===== config.mk =====
export PLATFORM = sky130hd
export DESIGN_NAME = calibration_record_validator_unit
export DESIGN_NICKNAME = d
export VERILOG_FILES = /design/src/hw/rtl/crv_pkg.sv /design/src/hw/rtl/crv_collect.sv /design/src/hw/rtl/crv_verdict.sv /design/src/hw/rtl/calibration_record_validator_unit.sv
export SDC_FILE = /design/constraint.sdc
export NUM_CORES = 1
export LEC_CHECK = 0
export BUFFER_PORTS_ARGS = -buffer_cell sky130_fd_sc_hd__buf_2
export CAP_MARGIN = 40
export CORE_ASPECT_RATIO = 1.4
export CORE_MARGIN = 10
export CORE_UTILIZATION = 50
export DETAILED_ROUTE_END_ITERATION = 10
export PLACE_DENSITY = 0.71
export SLEW_MARGIN = 30
export SYNTH_ARGS = -nofsm -noshare
export SYNTH_HDL_FRONTEND = slang
export SYNTH_SLANG_ARGS = --single-unit
export TNS_END_PERCENT = 50

===== constraint.sdc =====
create_clock -name i_clk -period 10.05 [get_ports i_clk]
set_clock_uncertainty 0.15 [all_clocks]
set_input_delay 0.5025 -clock i_clk [delete_from_list [all_inputs] [get_ports i_clk]]
set_output_delay 0.5025 -clock i_clk [all_outputs]
set_load 0.05 [all_outputs]

===== src/hw/rtl/crv_pkg.sv =====
package crv_pkg;

    localparam logic [31:0] CRC_POLY  = 32'hEDB88320;
    localparam logic [31:0] CRC_ONES  = 32'hFFFFFFFF;
    localparam logic [31:0] FOUR_BITS = 32'h40800000;

    typedef enum logic [2:0] {
        FAIL_OK     = 3'd0,
        FAIL_VER    = 3'd1,
        FAIL_NONFIN = 3'd2,
        FAIL_RANGE  = 3'd3,
        FAIL_CRC    = 3'd4
    } t_fail;

    // finished record fields handed to the verdict stage
    typedef struct packed {
        logic [31:0] version;
        logic [31:0] low_bits;
        logic [31:0] high_bits;
        logic [31:0] crc_word;
        logic [31:0] calc;
    } t_record;

    // byte-wide reflected crc-32 update
    function automatic logic [31:0] crc_byte(input logic [31:0] c_in, input logic [7:0] b);
        logic [31:0] c;
        c = c_in ^ {24'd0, b};
        for (int k = 0; k < 8; k++) begin
            c = (c >> 1) ^ (CRC_POLY & {32{c[0]}});
        end
        return c;
    endfunction

    // monotonic ordering key for float bit patterns
    function automatic logic [31:0] order_key(input logic [31:0] f);
        return f[31] ? ~f : (f | 32'h80000000);
    endfunction

    function automatic logic is_zero(input logic [31:0] f);
        return f[30:0] == 31'd0;
    endfunction

    function automatic logic f_lt(input logic [31:0] a, input logic [31:0] b);
        if (is_zero(a) && is_zero(b)) begin
            return 1'b0;
        end
        return order_key(a) < order_key(b);
    endfunction

endpackage


===== src/hw/rtl/crv_collect.sv =====
module crv_collect (
    input  logic                i_clk,
    input  logic                i_rst_n,
    input  logic                i_take,
    input  logic [7:0]          i_rec_byte,
    input  logic                i_first,
    output logic                o_done,
    output crv_pkg::t_record    o_rec
);

    logic [3:0]  r_idx;
    logic [31:0] r_crc;
    logic [31:0] r_ver;
    logic [31:0] r_low;
    logic [31:0] r_high;
    logic [31:0] r_cw;
    logic [3:0]  idx;
    logic [31:0] base_crc;
    logic [31:0] base_ver;
    logic [31:0] base_low;
    logic [31:0] base_high;
    logic [31:0] base_cw;
    logic [31:0] n_crc;
    logic [31:0] n_ver;
    logic [31:0] n_low;
    logic [31:0] n_high;
    logic [31:0] n_cw;
    logic [31:0] shifted;

    // restart on first flag
    always_comb begin
        idx       = i_first ? 4'd0 : r_idx;
        base_crc  = i_first ? crv_pkg::CRC_ONES : r_crc;
        base_ver  = i_first ? 32'd0 : r_ver;
        base_low  = i_first ? 32'd0 : r_low;
        base_high = i_first ? 32'd0 : r_high;
        base_cw   = i_first ? 32'd0 : r_cw;
        shifted   = {24'd0, i_rec_byte} << {idx[1:0], 3'b000};
        n_crc     = (idx < 4'd12) ? crv_pkg::crc_byte(base_crc, i_rec_byte) : base_crc;
        n_ver     = base_ver;
        n_low     = base_low;
        n_high    = base_high;
        n_cw      = base_cw;
        unique case (idx[3:2])
            2'd0: n_ver  = base_ver | shifted;
            2'd1: n_low  = base_low | shifted;
            2'd2: n_high = base_high | shifted;
            default: n_cw = base_cw | shifted;
        endcase
        o_done         = i_take && (idx == 4'd15);
        o_rec.version  = n_ver;
        o_rec.low_bits = n_low;
        o_rec.high_bits = n_high;
        o_rec.crc_word = n_cw;
        o_rec.calc     = n_crc ^ crv_pkg::CRC_ONES;
    end

    // field capture; wrap after the last byte
    always_ff @(posedge i_clk) begin
        if (!i_rst_n) begin
            r_idx  <= 4'd0;
            r_crc  <= crv_pkg::CRC_ONES;
            r_ver  <= 32'd0;
            r_low  <= 32'd0;
            r_high <= 32'd0;
            r_cw   <= 32'd0;
        end else if (i_take) begin
            r_idx <= idx + 4'd1;
            if (idx == 4'd15) begin
                r_crc  <= crv_pkg::CRC_ONES;
                r_ver  <= 32'd0;
                r_low  <= 32'd0;
                r_high <= 32'd0;
                r_cw   <= 32'd0;
            end else begin
                r_crc  <= n_crc;
                r_ver  <= n_ver;
                r_low  <= n_low;
                r_high <= n_high;
                r_cw   <= n_cw;
            end
        end
    end

endmodule


===== src/hw/rtl/crv_verdict.sv =====
module crv_verdict (
    input  logic                i_clk,
    input  logic                i_rst_n,
    input  logic                i_load,
    input  crv_pkg::t_record    i_rec,
    input  logic [31:0]         i_expected_version,
    input  logic                i_stall,
    output logic                o_valid,
    output logic                o_valid_res,
    output logic [2:0]          o_fail_code,
    output logic [31:0]         o_computed_crc,
    output logic [31:0]         o_stored_crc,
    output logic [31:0]         o_version_seen
);

    logic              r_valid;
    crv_pkg::t_fail    r_code;
    crv_pkg::t_record  r_rec;
    crv_pkg::t_fail    n_code;

    // checks in priority order
    always_comb begin
        priority if (i_rec.version != i_expected_version) begin
            n_code = crv_pkg::FAIL_VER;
        end else if (&i_rec.low_bits[30:23] || &i_rec.high_bits[30:23]) begin
            n_code = crv_pkg::FAIL_NONFIN;
        end else if (crv_pkg::f_lt(i_rec.low_bits, 32'd0) ||
                     !crv_pkg::f_lt(i_rec.low_bits, i_rec.high_bits) ||
                     crv_pkg::f_lt(crv_pkg::FOUR_BITS, i_rec.high_bits)) begin
            n_code = crv_pkg::FAIL_RANGE;
        end else if (i_rec.calc != i_rec.crc_word) begin
            n_code = crv_pkg::FAIL_CRC;
        end else begin
            n_code = crv_pkg::FAIL_OK;
        end
    end

    // result register
    always_ff @(posedge i_clk) begin
        if (!i_rst_n) begin
            r_valid <= 1'b0;
        end else if (i_load) begin
            r_valid <= 1'b1;
        end else if (!i_stall) begin
            r_valid <= 1'b0;
        end
    end

    always_ff @(posedge i_clk) begin
        if (i_load) begin
            r_code <= n_code;
            r_rec  <= i_rec;
        end
    end

    assign o_valid        = r_valid;
    assign o_valid_res    = (r_code == crv_pkg::FAIL_OK);
    assign o_fail_code    = r_code;
    assign o_computed_crc = r_rec.calc;
    assign o_stored_crc   = r_rec.crc_word;
    assign o_version_seen = r_rec.version;

endmodule


===== src/hw/rtl/calibration_record_validator_unit.sv =====
// calibration record validator
// input channel: i_valid / o_stall with i_rec_byte and i_first, one record
//   byte per transfer, 16 bytes per record, little-endian fields
// i_first marks byte 0 and drops any partial record
// output channel: o_valid / i_stall, one verdict per record with valid_res,
//   fail_code, computed crc, stored crc and version word
// config channel: i_cfg_valid / o_cfg_ready writes expected_version
//   (reset value 1), always ready
// throughput: one byte per cycle while o_stall is low; the verdict appears in
//   the cycle after the transfer of byte 15
// the byte crc update and field capture are combinational logic; the checks
//   sit in front of the result register
// when the receiver stalls, the result holds and the input is stalled for
//   every byte while a verdict waits in the result register
// reset (synchronous, active low) clears the byte count, crc and result valid
module calibration_record_validator_unit (
    input  logic        i_clk,
    input  logic        i_rst_n,
    input  logic        i_valid,
    output logic        o_stall,
    input  logic [7:0]  i_rec_byte,
    input  logic        i_first,
    output logic        o_valid,
    input  logic        i_stall,
    output logic        o_valid_res,
    output logic [2:0]  o_fail_code,
    output logic [31:0] o_computed_crc,
    output logic [31:0] o_stored_crc,
    output logic [31:0] o_version_seen,
    input  logic        i_cfg_valid,
    output logic        o_cfg_ready,
    input  logic [31:0] i_cfg_data
);

    logic [31:0]      r_exp_ver;
    logic             take;
    logic             done;
    crv_pkg::t_record rec;

    // stall only while the result register is full and held
    assign o_stall     = o_valid && i_stall;
    assign take        = i_valid && !o_stall;
    assign o_cfg_ready = 1'b1;

    // expected version register
    always_ff @(posedge i_clk) begin
        if (!i_rst_n) begin
            r_exp_ver <= 32'd1;
        end else if (i_cfg_valid) begin
            r_exp_ver <= i_cfg_data;
        end
    end

    crv_collect u_collect (
        .i_clk      (i_clk),
        .i_rst_n    (i_rst_n),
        .i_take     (take),
        .i_rec_byte (i_rec_byte),
        .i_first    (i_first),
        .o_done     (done),
        .o_rec      (rec)
    );

    crv_verdict u_verdict (
        .i_clk              (i_clk),
        .i_rst_n            (i_rst_n),
        .i_load             (done),
        .i_rec              (rec),
        .i_expected_version (r_exp_ver),
        .i_stall            (i_stall),
        .o_valid            (o_valid),
        .o_valid_res        (o_valid_res),
        .o_fail_code        (o_fail_code),
        .o_computed_crc     (o_computed_crc),
        .o_stored_crc       (o_stored_crc),
        .o_version_seen     (o_version_seen)
    );

endmodule

==> impl_metrics.csv <==
group,metric,value,unit
critical_path,crit_path_max_fanout,32,
worst_hold_path,min-delay-start,"i_cfg_data[13]",
synth,synthFlopType,"dfxtp_1",
drt,drtAntennaViolNets,0,
synth,asyncSetResetFlopFracSynth,0,%
finish,area_growth,12.42,%
power_and_ir_drop,intPower,2.177,mW
power_and_ir_drop,power,3.102,mW
synth,synthCells,1880,
critical_path,startpoint_type,"register",
power_and_ir_drop,p_comb_share,19.7,%
synth,synth_area_leaders,"dfxtp_1, edfxtp_1, xnor2_1",
power_and_ir_drop,p_sw,924.6,uW
synth,synth_area_leader_cell,"dfxtp_1",
floorplan,die_area,41760,um2
timing,fin_crit_sh,51.98,%
drt,drcViolationCount,0,
critical_path,reg2reg_depth,17,
critical_path,r2r_slack,4.83,ns
clock_tree,cts_htree_levels,1,
floorplan,die_x,175.6,um
floorplan,io_pins,149,
run_status,status,"completed",
timing,fin_crit,5.224,ns
synth,ys_seq_area_share,40.81,%
timing,worst_pin_slew,0.8711,ns
timing,hold_viol,0,
timing,setup_viol,0,
global_routing,grt_pass1_vias,14450,
global_routing,grt_start_max_net_pins,103,
finish,final-seq-area,6917,um2
finish,fillers,2969,
synth,synth_top_area_share,23.27,%
timing,slew_viol_final,0,
power_and_ir_drop,p_clk_share,37.4,%
finish,drive_above_1_share,13.91,%
drt,routedWlPerCell,23.54,um
critical_path,rr_endpoint,"u_verdict.o_fail_code[2]$_SDFFCE_PP0P_",
drt,vias,15030,
finish,layout_common_cells,"dfxtp_1, nor2_1, nor2b_1",
drt,routed_via_density,6.259,
worst_hold_path,hold_path.class,"in2reg",
critical_path,crit_top_cell,"a21o_1",
worst_hold_path,holdPathEnd,"r_exp_ver[13]$_SDFFE_PN0P_",
global_routing,overflow,0,
floorplan,die_y,237.8,um
synth,synth-seq-cells,296,
critical_path,max_stage_delay,0.80,ns
clock_tree,cts_root_buf,"clkbuf_16",
clock_tree,clockBufferDepth,3,
place,portBuffers,147,
timing,fin_setup_tns,0,ns
critical_path,slowest_stage,"a2111oi_1",
critical_path,cp_cell_sequence,"buf_4 -> and4b_1 -> and2_1 -> a21o_1 -> buf_4 -> xnor2_1 -> ha_1 -> a21o_1 -> a21o_1 -> a21o_1 -> a21o_1 -> a21o_1 -> a21oi_1 -> o221ai_1 -> a2111oi_1 -> nor2b_1 -> o311a_1",
finish,multi_input_area,9319,um2
flow_run,drv_cap,0,
timing,rsz0062_at_grt,"false",
global_routing,grt_usage,26.01,%
critical_path,required,10.36,ns
clock_tree,post-cts-setup-buffers,0,
critical_path,crit_family,"compound AO/OA/AOI/OAI gates",
clock_tree,cts_tree,"yes",
clock_tree,cts.clk_slew.worst_paths,0.06,ns
synth,synth_warnings,0,
power_and_ir_drop,p_leak,7.384,nW
critical_path,crit_type,"reg2reg",
floorplan,start_util,50.88,%
power_and_ir_drop,switching_share,29.81,%
place,globalplace.congestion,1.019,
global_routing,grt_pass1_wl,86020,um
drt,dr.pass1.iters,9,
power_and_ir_drop,power-per-cell-area,162.8,nW/um2
drt,drtIter0Drc,1543,
synth,netlist_area,16950,um2
timing,relSlewSlack,41.54,%
timing,timing.fmax,191.4,MHz
finish,layout.nets,2008,
synth,ys_types,86,
critical_path,cp_num_buf_inv,2,
power_and_ir_drop,p_seq_share,42.9,%
floorplan,core,33310,um2
floorplan,core.rowCount,79,
finish,n_antenna_cell,0,
critical_path,cp_data_arrival_time,5.54,ns
place,dpl.hpwl,38720,um
critical_path,end_kind,"register",
synth,synth-edff-count,99,
global_routing,antenna_found_initial,0,
clock_tree,clock_latency,0.60,ns
synth,syn_nets,1956,
worst_hold_path,min_path_cells,3,
finish,final_common_cell,"dfxtp_1",
power_and_ir_drop,ir_drop,116.3,uV
critical_path,timing.rr.start,"u_collect.r_idx[3]$_SDFFE_PN0P_",
clock_tree,cts_made_buffers,30,
clock_tree,cts_num_sinks,296,
synth,synth_area_per_cell,9.015,um2
drt,drt_wl_total,56520,um
-- Yosys cell counts, types with 17 or more instances --
| cell type | count |
|---|---|
| buf_1 | 18 |
| a21oi_1 | 133 |
| buf_2 | 32 |
| ha_1 | 30 |
| nor4_1 | 22 |
| and2_1 | 32 |
| nor2b_1 | 152 |
| nand4_1 | 24 |
| clkbuf_1 | 110 |
| xor2_1 | 49 |
| nor3_1 | 28 |
| mux2i_1 | 42 |
| nand2_1 | 98 |
| xnor2_1 | 116 |
| o211ai_1 | 37 |
| a31oi_1 | 51 |
| a22oi_1 | 115 |
| dfxtp_1 | 197 |
| nor2_1 | 194 |
| o21ai_0 | 57 |
| edfxtp_1 | 99 |
| a21o_1 | 17 |
-- state kept, by name (all words and copies together), names as in the netlist, 4 cells and up --
signal,flops
r_exp_ver,32
u_collect.r_crc,32
u_collect.r_cw,32
u_collect.r_high,32
u_collect.r_idx,4
u_collect.r_low,32
u_collect.r_ver,32
u_verdict.o_computed_crc,32
u_verdict.o_stored_crc,32
u_verdict.o_version_seen,32
-- how the worst max path moves through the flow --
stage	startpoint	endpoint	slack, ns	depth (start not counted)
after floorplan	u_collect.r_idx[2]$_SDFFE_PN0P_	u_collect.r_crc[10]$_SDFFE_PN1P_	0.66	8
after global placement	i_rec_byte[7]	u_verdict.o_fail_code[1]$_SDFFCE_PP0P_	4.57	18
after detailed placement	i_rec_byte[7]	u_verdict.o_fail_code[2]$_SDFFCE_PP0P_	4.74	18
after CTS	u_collect.r_idx[1]$_SDFFE_PN0P_	u_verdict.o_fail_code[2]$_SDFFCE_PP0P_	4.82	16
after global routing	u_collect.r_idx[3]$_SDFFE_PN0P_	u_verdict.o_fail_code[2]$_SDFFCE_PP0P_	4.61	17
final	u_collect.r_idx[3]$_SDFFE_PN0P_	u_verdict.o_fail_code[2]$_SDFFCE_PP0P_	4.83	17
-- final cells by class --
| class | instances | share of cell area (%) |
|---|---|---|
| multi-input cells | 1402 | 48.91 |
| flip-flops and latches | 296 | 36.30 |
| repair buffers | 188 | 6.114 |
| clock buffers | 40 | 4.512 |
| well taps | 445 | 2.922 |
| clock inverters | 16 | 0.9588 |
| inverters | 14 | 0.2758 |
-- routing by layer --
metal / vias to the layer above / wire, um / track usage (%)
li1: 6895 / - / -
met1: 7206 / 20200 / 29.02
met2: 722 / 29010 / 46.26
met3: 206 / 3771 / 3.272
met4: 0 / 3539 / 15.89
met5: - / 0 / 0
-- what timing repair did --
item | CTS | global route
resized for setup | 0 | 0
hold buffers | 1 | 0
hold endpoints to repair | 1 | 0
-- cell families (layout without fill, tap and decap cells) --
logic type,Yosys count,after routing,share of synthesized area (%)
flip-flops,296,296,40.81
AND/OR/NAND/NOR,622,622,18.77
buffers and inverters,182,258,4.474
multiplexers,46,46,2.813
adder cells (fa/ha/maj),31,31,2.274
other,1,1,0.02213
XOR/XNOR,182,182,10.54
AO/OA/AOI/OAI,520,520,20.30
-- worst min-delay path, delay by kind of cell --
kind	cells	cell delay, ns
buf+inv	1	0.08
simple gates	1	0.09
mux	1	0.06
-- through the flow --
stage	utilization, %	worst slack, ns	hold WS (ns)	instances	instance area [um2]
6_report	57.19	4.826	0.02024	2401	19050
3_3_place_gp	53.41	4.572	0.3229	2332	17790
2_1_floorplan	-	0.6617	0.3060	1880	16950
5_1_grt	57.19	4.613	0.01190	2401	19050
4_1_cts	56.84	4.823	0.003849	2394	18930
3_5_place_dp	53.68	4.743	0.3325	2337	17880
-- power groups by stage --
stage                     logic [mW]  clock network [mW]  registers (mW)
after CTS                      0.593                1.18            1.33
after global routing           0.650                1.23            1.33
final                          0.609                1.16            1.33
after detailed placement       0.589                   0            1.35
after global placement         0.577                   0            1.36
after floorplan                0.452                   0            1.32
Power figures use the tool's default switching activity.
